## src/hw/rtl/lenient_utf8_decoder_core_macros.svh

```systemverilog
// Assertion macros used by the decoder core.
`ifndef LENIENT_UTF8_DECODER_CORE_MACROS_SVH
`define LENIENT_UTF8_DECODER_CORE_MACROS_SVH

// A condition that must hold at every clock edge outside reset.
`define LUD_ASSERT_ALWAYS(name, cond, msg) \
   name: assert property (@(posedge clock) disable iff (reset) (cond)) else $error(msg);

// A condition in one cycle that forces another in the next cycle.
`define LUD_ASSERT_NEXT(name, ante, cons, msg) \
   name: assert property (@(posedge clock) disable iff (reset) (ante) |=> (cons)) \
      else $error(msg);

`endif

```

## src/hw/rtl/lud_pkg.sv

```systemverilog
`timescale 1ns / 1ps

package lud_pkg;

   localparam int IndexBits = 16;
   localparam int CpBits    = 21;
   localparam int IdxOutBits = 16;

   localparam logic [IndexBits-1:0] IndexMax = '1;

   // Sequence lengths as taken from the masked top bits of a lead byte.
   localparam logic [2:0] LenStray = 3'd0;
   localparam logic [2:0] LenOne   = 3'd1;
   localparam logic [2:0] LenTwo   = 3'd2;
   localparam logic [2:0] LenThree = 3'd3;
   localparam logic [2:0] LenFour  = 3'd4;

   typedef struct packed {
      logic [CpBits-1:0]     code_point;
      logic                  point_valid;
      logic [IdxOutBits-1:0] point_index;
      logic                  end_of_string;
      logic                  last_of_run;
   } res_type;

   // Up to two results come from one byte; count is 0, 1 or 2.
   typedef struct packed {
      res_type    r0;
      res_type    r1;
      logic [1:0] count;
   } pair_type;

   typedef struct packed {
      logic [2:0][7:0]       held;
      logic [1:0]            held_count;
      logic [2:0]            seq_len;
      logic [IndexBits-1:0]  counter;
   } state_type;

   function automatic logic [2:0] lead_len(input logic [7:0] b);
      logic [2:0] len;
      if ((b & 8'h80) == 8'h00) len = LenOne;
      else if ((b & 8'hE0) == 8'hC0) len = LenTwo;
      else if ((b & 8'hF0) == 8'hE0) len = LenThree;
      else if ((b & 8'hF8) == 8'hF0) len = LenFour;
      else len = LenStray;
      return len;
   endfunction

   function automatic logic [IndexBits-1:0] sat_inc(input logic [IndexBits-1:0] c);
      logic [IndexBits-1:0] r;
      if (c == IndexMax) r = c;
      else r = c + 1'b1;
      return r;
   endfunction

endpackage

```

## src/hw/rtl/lud_decode.sv

```systemverilog
`timescale 1ns / 1ps

module lud_decode (
   input  lud_pkg::state_type cur_state,
   input  logic [7:0]         data_byte,
   input  logic               last_byte,
   output lud_pkg::state_type nxt_state,
   output lud_pkg::pair_type  pair
);

   logic [lud_pkg::CpBits-1:0]    cp_a;
   logic [lud_pkg::CpBits-1:0]    cp_b;
   logic [lud_pkg::CpBits-1:0]    cp_full;
   logic                          va;
   logic                          vb;
   logic [2:0]                    len;
   logic [7:0]                    tx;
   logic [lud_pkg::IndexBits-1:0] ctr1;
   logic [lud_pkg::IndexBits-1:0] ctr2;

   assign len = lud_pkg::lead_len(data_byte);
   assign tx  = cur_state.held[1];

   always_comb begin
      unique case (cur_state.seq_len)
         lud_pkg::LenTwo:
            cp_full = {10'd0, cur_state.held[0][4:0], data_byte[5:0]};
         lud_pkg::LenThree:
            cp_full = {5'd0, cur_state.held[0][3:0], cur_state.held[1][5:0], data_byte[5:0]};
         default:
            cp_full = {cur_state.held[0][2:0], cur_state.held[1][5:0],
                       cur_state.held[2][5:0], data_byte[5:0]};
      endcase
   end

   always_comb begin
      va        = 1'b0;
      vb        = 1'b0;
      cp_a      = '0;
      cp_b      = '0;
      nxt_state = cur_state;
      if (cur_state.seq_len == lud_pkg::LenStray) begin
         if (len == lud_pkg::LenOne) begin
            va   = 1'b1;
            cp_a = {13'd0, data_byte};
         end else if (len >= lud_pkg::LenTwo && !last_byte) begin
            nxt_state.held[0]    = data_byte;
            nxt_state.held_count = 2'd1;
            nxt_state.seq_len    = len;
         end
      end else if ({1'b0, cur_state.held_count} + 3'd1 >= cur_state.seq_len) begin
         va                   = 1'b1;
         cp_a                 = cp_full;
         nxt_state.held_count = 2'd0;
         nxt_state.seq_len    = lud_pkg::LenStray;
      end else if (last_byte) begin
         // Truncated sequence: drop the lead and decode what follows it afresh.
         if (cur_state.held_count == 2'd1) begin
            va   = !data_byte[7];
            cp_a = {13'd0, data_byte};
         end else if (!tx[7]) begin
            va   = 1'b1;
            cp_a = {13'd0, tx};
            vb   = !data_byte[7];
            cp_b = {13'd0, data_byte};
         end else if (lud_pkg::lead_len(tx) == lud_pkg::LenTwo) begin
            va   = 1'b1;
            cp_a = {10'd0, tx[4:0], data_byte[5:0]};
         end else begin
            va   = !data_byte[7];
            cp_a = {13'd0, data_byte};
         end
      end else begin
         nxt_state.held[cur_state.held_count] = data_byte;
         nxt_state.held_count = cur_state.held_count + 2'd1;
      end
      ctr1 = va ? lud_pkg::sat_inc(cur_state.counter) : cur_state.counter;
      ctr2 = vb ? lud_pkg::sat_inc(ctr1) : ctr1;
      if (last_byte) begin
         nxt_state = '0;
      end else begin
         nxt_state.counter = ctr2;
      end
   end

   always_comb begin
      pair.r0.code_point    = va ? cp_a : '0;
      pair.r0.point_valid   = va;
      pair.r0.point_index   = lud_pkg::IdxOutBits'(cur_state.counter);
      pair.r0.end_of_string = last_byte && !vb;
      pair.r0.last_of_run   = !vb;
      pair.r1.code_point    = vb ? cp_b : '0;
      pair.r1.point_valid   = vb;
      pair.r1.point_index   = lud_pkg::IdxOutBits'(ctr1);
      pair.r1.end_of_string = last_byte;
      pair.r1.last_of_run   = 1'b1;
      if (vb) pair.count = 2'd2;
      else if (va || last_byte) pair.count = 2'd1;
      else pair.count = 2'd0;
   end

endmodule

```

## src/hw/rtl/lud_rsp_stage.sv

```systemverilog
`timescale 1ns / 1ps

module lud_rsp_stage (
   input  logic              clock,
   input  logic              reset,
   input  logic              load,
   input  lud_pkg::pair_type new_pair,
   input  logic              rsp_ready,
   output logic              rsp_valid,
   output lud_pkg::res_type  rsp_res,
   output logic              free
);

   logic              valid_ff, valid_in;
   logic              sel_ff, sel_in;
   lud_pkg::pair_type pair_ff, pair_in;
   logic              two;

   assign two       = (pair_ff.count == 2'd2);
   assign rsp_valid = valid_ff;
   assign rsp_res   = sel_ff ? pair_ff.r1 : pair_ff.r0;
   // The stage frees up on the word that ends the current pair.
   assign free      = !valid_ff || (rsp_ready && (sel_ff || !two));

   always_comb begin
      valid_in = valid_ff;
      sel_in   = sel_ff;
      pair_in  = pair_ff;
      if (load) begin
         valid_in = 1'b1;
         sel_in   = 1'b0;
         pair_in  = new_pair;
      end else if (valid_ff && rsp_ready) begin
         if (!sel_ff && two) sel_in = 1'b1;
         else valid_in = 1'b0;
      end
   end

   always_ff @(posedge clock) begin
      if (reset) begin
         valid_ff <= 1'b0;
         sel_ff   <= 1'b0;
      end else begin
         valid_ff <= valid_in;
         sel_ff   <= sel_in;
      end
      pair_ff <= pair_in;
   end

endmodule

```

## src/hw/rtl/lenient_utf8_decoder_core.sv

```systemverilog
`timescale 1ns / 1ps
// Channel  Direction  Handshake              Word
// req      in         req_valid/req_ready    data_byte, last_byte
// rsp      out        rsp_valid/rsp_ready    code_point, point_valid, point_index,
//                                            end_of_string, last_of_run
//
// A byte goes through an input register, the decode logic and a result register;
// its words reach rsp once the result register is free to load them.
// One byte per cycle is taken while each byte yields at most one word and rsp does not
// stall; a word-yielding byte after a two-word byte waits until the second word leaves.
// Reset clears the handshake state and all decode state; no clearing pass is needed.
// A stall on rsp backs up through the result register into req_ready.

`include "lenient_utf8_decoder_core_macros.svh"

module lenient_utf8_decoder_core (
   input  logic                           clock,
   input  logic                           reset,
   input  logic                           req_valid,
   output logic                           req_ready,
   input  logic [7:0]                     req_data_byte,
   input  logic                           req_last_byte,
   output logic                           rsp_valid,
   input  logic                           rsp_ready,
   output logic [lud_pkg::CpBits-1:0]     rsp_code_point,
   output logic                           rsp_point_valid,
   output logic [lud_pkg::IdxOutBits-1:0] rsp_point_index,
   output logic                           rsp_end_of_string,
   output logic                           rsp_last_of_run
);

   logic               in_valid_ff, in_valid_in;
   logic [7:0]         in_byte_ff;
   logic               in_last_ff;
   lud_pkg::state_type state_ff, state_in;
   lud_pkg::pair_type  pair;
   lud_pkg::res_type   res;
   logic               free;
   logic               move;
   logic               load;

   lud_decode u_decode (
      .cur_state (state_ff),
      .data_byte (in_byte_ff),
      .last_byte (in_last_ff),
      .nxt_state (state_in),
      .pair      (pair)
   );

   // Bytes that yield no word pass on without waiting for the result register.
   assign move      = in_valid_ff && (pair.count == 2'd0 || free);
   assign load      = move && (pair.count != 2'd0);
   assign req_ready = !in_valid_ff || move;
   assign in_valid_in = (req_valid && req_ready) || (in_valid_ff && !move);

   always_ff @(posedge clock) begin
      if (reset) begin
         in_valid_ff <= 1'b0;
         state_ff    <= '0;
      end else begin
         in_valid_ff <= in_valid_in;
         if (move) state_ff <= state_in;
      end
      if (req_valid && req_ready) begin
         in_byte_ff <= req_data_byte;
         in_last_ff <= req_last_byte;
      end
   end

   lud_rsp_stage u_rsp (
      .clock     (clock),
      .reset     (reset),
      .load      (load),
      .new_pair  (pair),
      .rsp_ready (rsp_ready),
      .rsp_valid (rsp_valid),
      .rsp_res   (res),
      .free      (free)
   );

   assign rsp_code_point    = res.code_point;
   assign rsp_point_valid   = res.point_valid;
   assign rsp_point_index   = res.point_index;
   assign rsp_end_of_string = res.end_of_string;
   assign rsp_last_of_run   = res.last_of_run;

   `LUD_ASSERT_ALWAYS(a_held_below_len,
      state_ff.seq_len == lud_pkg::LenStray || {1'b0, state_ff.held_count} < state_ff.seq_len,
      "held count reached sequence length")
   `LUD_ASSERT_ALWAYS(a_len_legal,
      state_ff.seq_len != lud_pkg::LenOne && state_ff.seq_len <= lud_pkg::LenFour,
      "illegal open sequence length")
   `LUD_ASSERT_ALWAYS(a_eos_ends_run,
      !rsp_valid || !rsp_end_of_string || rsp_last_of_run,
      "end of string word not last of run")
   `LUD_ASSERT_ALWAYS(a_invalid_zero,
      !rsp_valid || rsp_point_valid || rsp_code_point == '0,
      "code point set on word without a point")
   `LUD_ASSERT_NEXT(a_string_clears, move && in_last_ff,
      state_ff.seq_len == lud_pkg::LenStray && state_ff.counter == '0,
      "state not cleared after last byte")

endmodule
```

## config.mk

```make
export PLATFORM = sky130hd
export DESIGN_NAME = lenient_utf8_decoder_core
export DESIGN_NICKNAME = d
export VERILOG_FILES = /design/src/hw/rtl/lud_pkg.sv /design/src/hw/rtl/lud_decode.sv /design/src/hw/rtl/lud_rsp_stage.sv /design/src/hw/rtl/lenient_utf8_decoder_core.sv
export VERILOG_INCLUDE_DIRS = /design/src /design/src/hw/rtl
export SDC_FILE = /design/constraint.sdc
export NUM_CORES = 1
export LEC_CHECK = 0
export ABC_AREA = 1
export BUFFER_PORTS_ARGS = -buffer_cell sky130_fd_sc_hd__buf_2
export CAP_MARGIN = 0
export CORE_ASPECT_RATIO = 1.4
export CORE_MARGIN = 2
export CORE_UTILIZATION = 60
export CTS_BUF_LIST = sky130_fd_sc_hd__clkbuf_16
export DETAILED_ROUTE_END_ITERATION = 12
export PLACE_DENSITY_LB_ADDON = 0.2
export SYNTH_ARGS = -nofsm -noshare
export SYNTH_HDL_FRONTEND = slang
export SYNTH_SLANG_ARGS = --single-unit
export TNS_END_PERCENT = 30
```

## constraint.sdc

```tcl
create_clock -name clock -period 5.35 [get_ports clock]
set_clock_uncertainty 0.05 [all_clocks]
set_input_delay 0.8025 -clock clock [delete_from_list [all_inputs] [get_ports clock]]
set_output_delay 0.8025 -clock clock [all_outputs]
set_load 0.01 [all_outputs]
```

==> run summary <==
================================================================================
Post-synthesis compound-gate area fraction                                10.23%
Number of placed cells counting well taps                                    973
TritonCTS clock tree                                                        done
Clk_lat worst skew                                                       0.43 ns
Routed wire length per instance                                         16.87 um
Shortest period the worst path allows                                   4.111 ns
Gate Count Post-Synth                                                        797
CTS Hold Buffers Added                                                         0
WL final                                                                16960 um
Xor-xnor portion of the synthesized cell area                            0.3999%
Flip-flop cell with the highest count after synthesis                   edfxtp_1
Width of the die                                                        92.44 um
Number of ports placed on the die boundary                                    55
Die extent in y                                                         127.8 um
Vias in the first global route                                              5603
Buffer depth of the longest clock path                                         2
Share of layout cells above drive strength 1                              21.41%
Post-synth top area share                                                 34.74%
Post-synthesis async set-or-reset flop share                                  0%
Count of unique library cells instantiated by Yosys                           49
Worst hold slack after final layout                                    0.4138 ns
Pre-CTS setup slack                                                     1.256 ns
IR drop worst, VDD                                                   0.0002754 V
Critical path arrival                                                    4.17 ns
Kind of end point of the critical path                                      flop
Drt first pass iters                                                           6
Biggest area consumer among synthesized cells                           edfxtp_1
DR vias/cell                                                               5.672
Remaining Overflow, GRT                                                        0
Minimum setup slack among reg-to-reg paths                               1.24 ns
Die Outline Area                                                     11820 sq um
Number of input and output port buffers inserted                              54
Count of state elements after synthesis                                      119
Maximum net fanout on the critical path                                       31
Number of gates given a new drive strength after cts                           0
Final critical-path share of the clock period                             76.84%
Minimum setup slack in the final design                                 1.239 ns
Final setup violation count                                                    0
First-iteration detailed-routing DRC count                                   417
Normalized max-slew margin                                                44.64%
Antenna violations before repair                                               0
Multiplexer share of the synthesized area                                     0%
Maximum achievable frequency                                           243.3 MHz
Post-route ant nets                                                            0
Initial standard-cell utilization of the core                             61.09%
Status                                                                 completed
Area contributors post-synth                                        edfxtp_1 35%, nand2_1 13%, dfxtp_1 13%
Path category of the worst min-delay check                               reg2reg
Area added between synthesis and finish                                   14.55%
DRC Markers                                                                    0
Ant. Diodes                                                                    0
Vias                                                                        5700
Fraction of the yosys area taken by sequential cells                      47.84%
Number of pins exceeding their max-slew limit in the final report              0
Synth Area in Simple Gates                                                32.15%
Synth Warn #                                                                   0
Category of the worst setup path launch point                               flop
Global-route wire length before repair                                  26810 um
Critical path start-end classification                                   reg2reg
Slew at the pin closest to its max-slew limit                          0.8304 ns
Level count of the clock H-tree                                                4
Post-Synth Adder-Cell Area                                                1.714%
Syn avg cell area                                                    8.243 sq um
Area of the placeable core                                           10750 sq um
Post-layout nets                                                             873
Post-synth EDFFs                                                              76
Clock sink count                                                             119
Number of standard-cell rows in the floorplan                                 45
Largest family of logic cells by synthesized area                   simple AND/OR/NAND/NOR gates
Root buffer cell                                                       clkbuf_16
Fill count                                                                   887
PwrDens                                                             328.5 nW/um^2
Count of maximum capacitance violations                                        0
Final weighted congestion of routability-driven global placement           1.004
Total clock buffers created by CTS                                            17
Number of buffers inserted to repair setup after CTS                           0
Maximum number of pins on one net before global-route repair                  42
Worst EP required                                                        5.41 ns
Final Non-Filler Cells                                                      1005
Leakage                                                                 3.041 nW
Final-layout setup total negative slack                                     0 ns
CTS clock-pin slew for the worst setup and hold paths                    0.06 ns
Post-synthesis cell area                                              6570 sq um
Setup repair after global routing missed its margin                        false
Mapped Nets                                                                  819
Final count of hold timing violations                                          0
All-Layer GR Usage                                                        30.15%
HPWL after detailed placement                                           12130 um
================================================================================
[cells by family after synthesis]
family	after synthesis
other cells	1
fa+ha+maj	9
compound gates	113
xor+xnor	3
simple gates	430
buf+inv	122
flops	119
[path summary, 6_finish.rpt]
kind           startpoint                 to  depth (start not counted)
max reg2reg  state_ff[19]  u_rsp.pair_ff[43]                         15
max          state_ff[19]  u_rsp.pair_ff[43]                         15
min          state_ff[41]       state_ff[41]                          2
min reg2reg  state_ff[41]       state_ff[41]                          2
[metal layers]
metal	wire length, um	vias to the layer above	track usage [%]
li1	-	2734	-
met1	6040	2676	30.12
met2	9117	222	55.43
met3	755	68	5.056
met4	1043	0	22.04
met5	0	-	0
[registers in the layout (all words and copies together), names as in the netlist]
| register | cells |
|---|---|
| u_rsp.pair_ff | 67 |
| in_byte_ff | 8 |
| in_valid_ff | 1 |
| u_rsp.rsp_valid | 1 |
| state_ff | 40 |
| in_last_ff | 1 |
| u_rsp.sel_ff | 1 |
[cells in the final DEF, fill, tap and decap left out, types with 4 or more instances in the layout]
master and n:
nor3_1 10, nand2_4 8, inv_1 82, nand2_2 25, nor2_2 13, nand3_1 34, clkbuf_16 17, edfxtp_1 76
buf_2 54, clkinvlp_4 4, buf_4 4, inv_2 14, nor2_1 62, nand4_1 17, dfxtp_1 43, a21oi_1 47
ha_1 9, a211oi_1 8, nand2_1 230, o22ai_1 10, o21ai_1 7, o21ai_0 22, nor2_4 16
[critical path: stages, from the launching register on]
cell	delay (ns)
dfxtp_1	0.37
inv_1	0.11
ha_1	0.33
ha_1	0.30
nand3_1	0.09
nand3_1	0.38
nand2_4	0.32
nand2_4	0.10
nor2_8	0.27
nand2_4	0.10
nand2_2	0.09
nand2_4	0.16
inv_2	0.11
nand2_1	0.09
inv_2	0.49
buf_4	0.39
[cell usage after synthesis (7+ instances only)]
master,count
inv_2,13
nor2_1,62
nor2_4,16
o21ai_1,7
nor2_2,13
a211oi_1,8
inv_1,83
nor3_1,10
nand2_2,25
nand3_1,34
o22ai_1,10
edfxtp_1,76
clkbuf_1,14
a21oi_1,47
o21ai_0,22
nand2_1,230
nand4_1,17
nand2_4,8
ha_1,9
dfxtp_1,43
[stage by stage]
step,power (W),util [%],instance area [sq um]
global placement,0.001316,64.37,6923
CTS,0.002477,69.98,7526
detailed placement,0.001323,64.37,6923
global route,0.002551,69.98,7526
floorplan,0.001255,-,6570
finish,0.002473,69.98,7526
[power breakdown]
group | internal [W] | leakage (nW) | switching, W
sequential | 0.00102 | 1.07 | 0.0000275
clock | 0.000732 | 0.284 | 0.000431
combinational | 0.0000759 | 1.69 | 0.000185
total | 0.00183 | 3.04 | 0.000643
[final cells by class]
type	count	area (sq um)	share of cell area (%)
multi-input combinational	556	2927	38.89
sequential	119	3143	41.76
clock buffer	17	425.4	5.653
timing repair buffer	58	300.3	3.990
inverter	99	376.6	5.004
clock inverter	15	177.7	2.361
tap	141	176.4	2.344
Power figures use the tool's default switching activity.
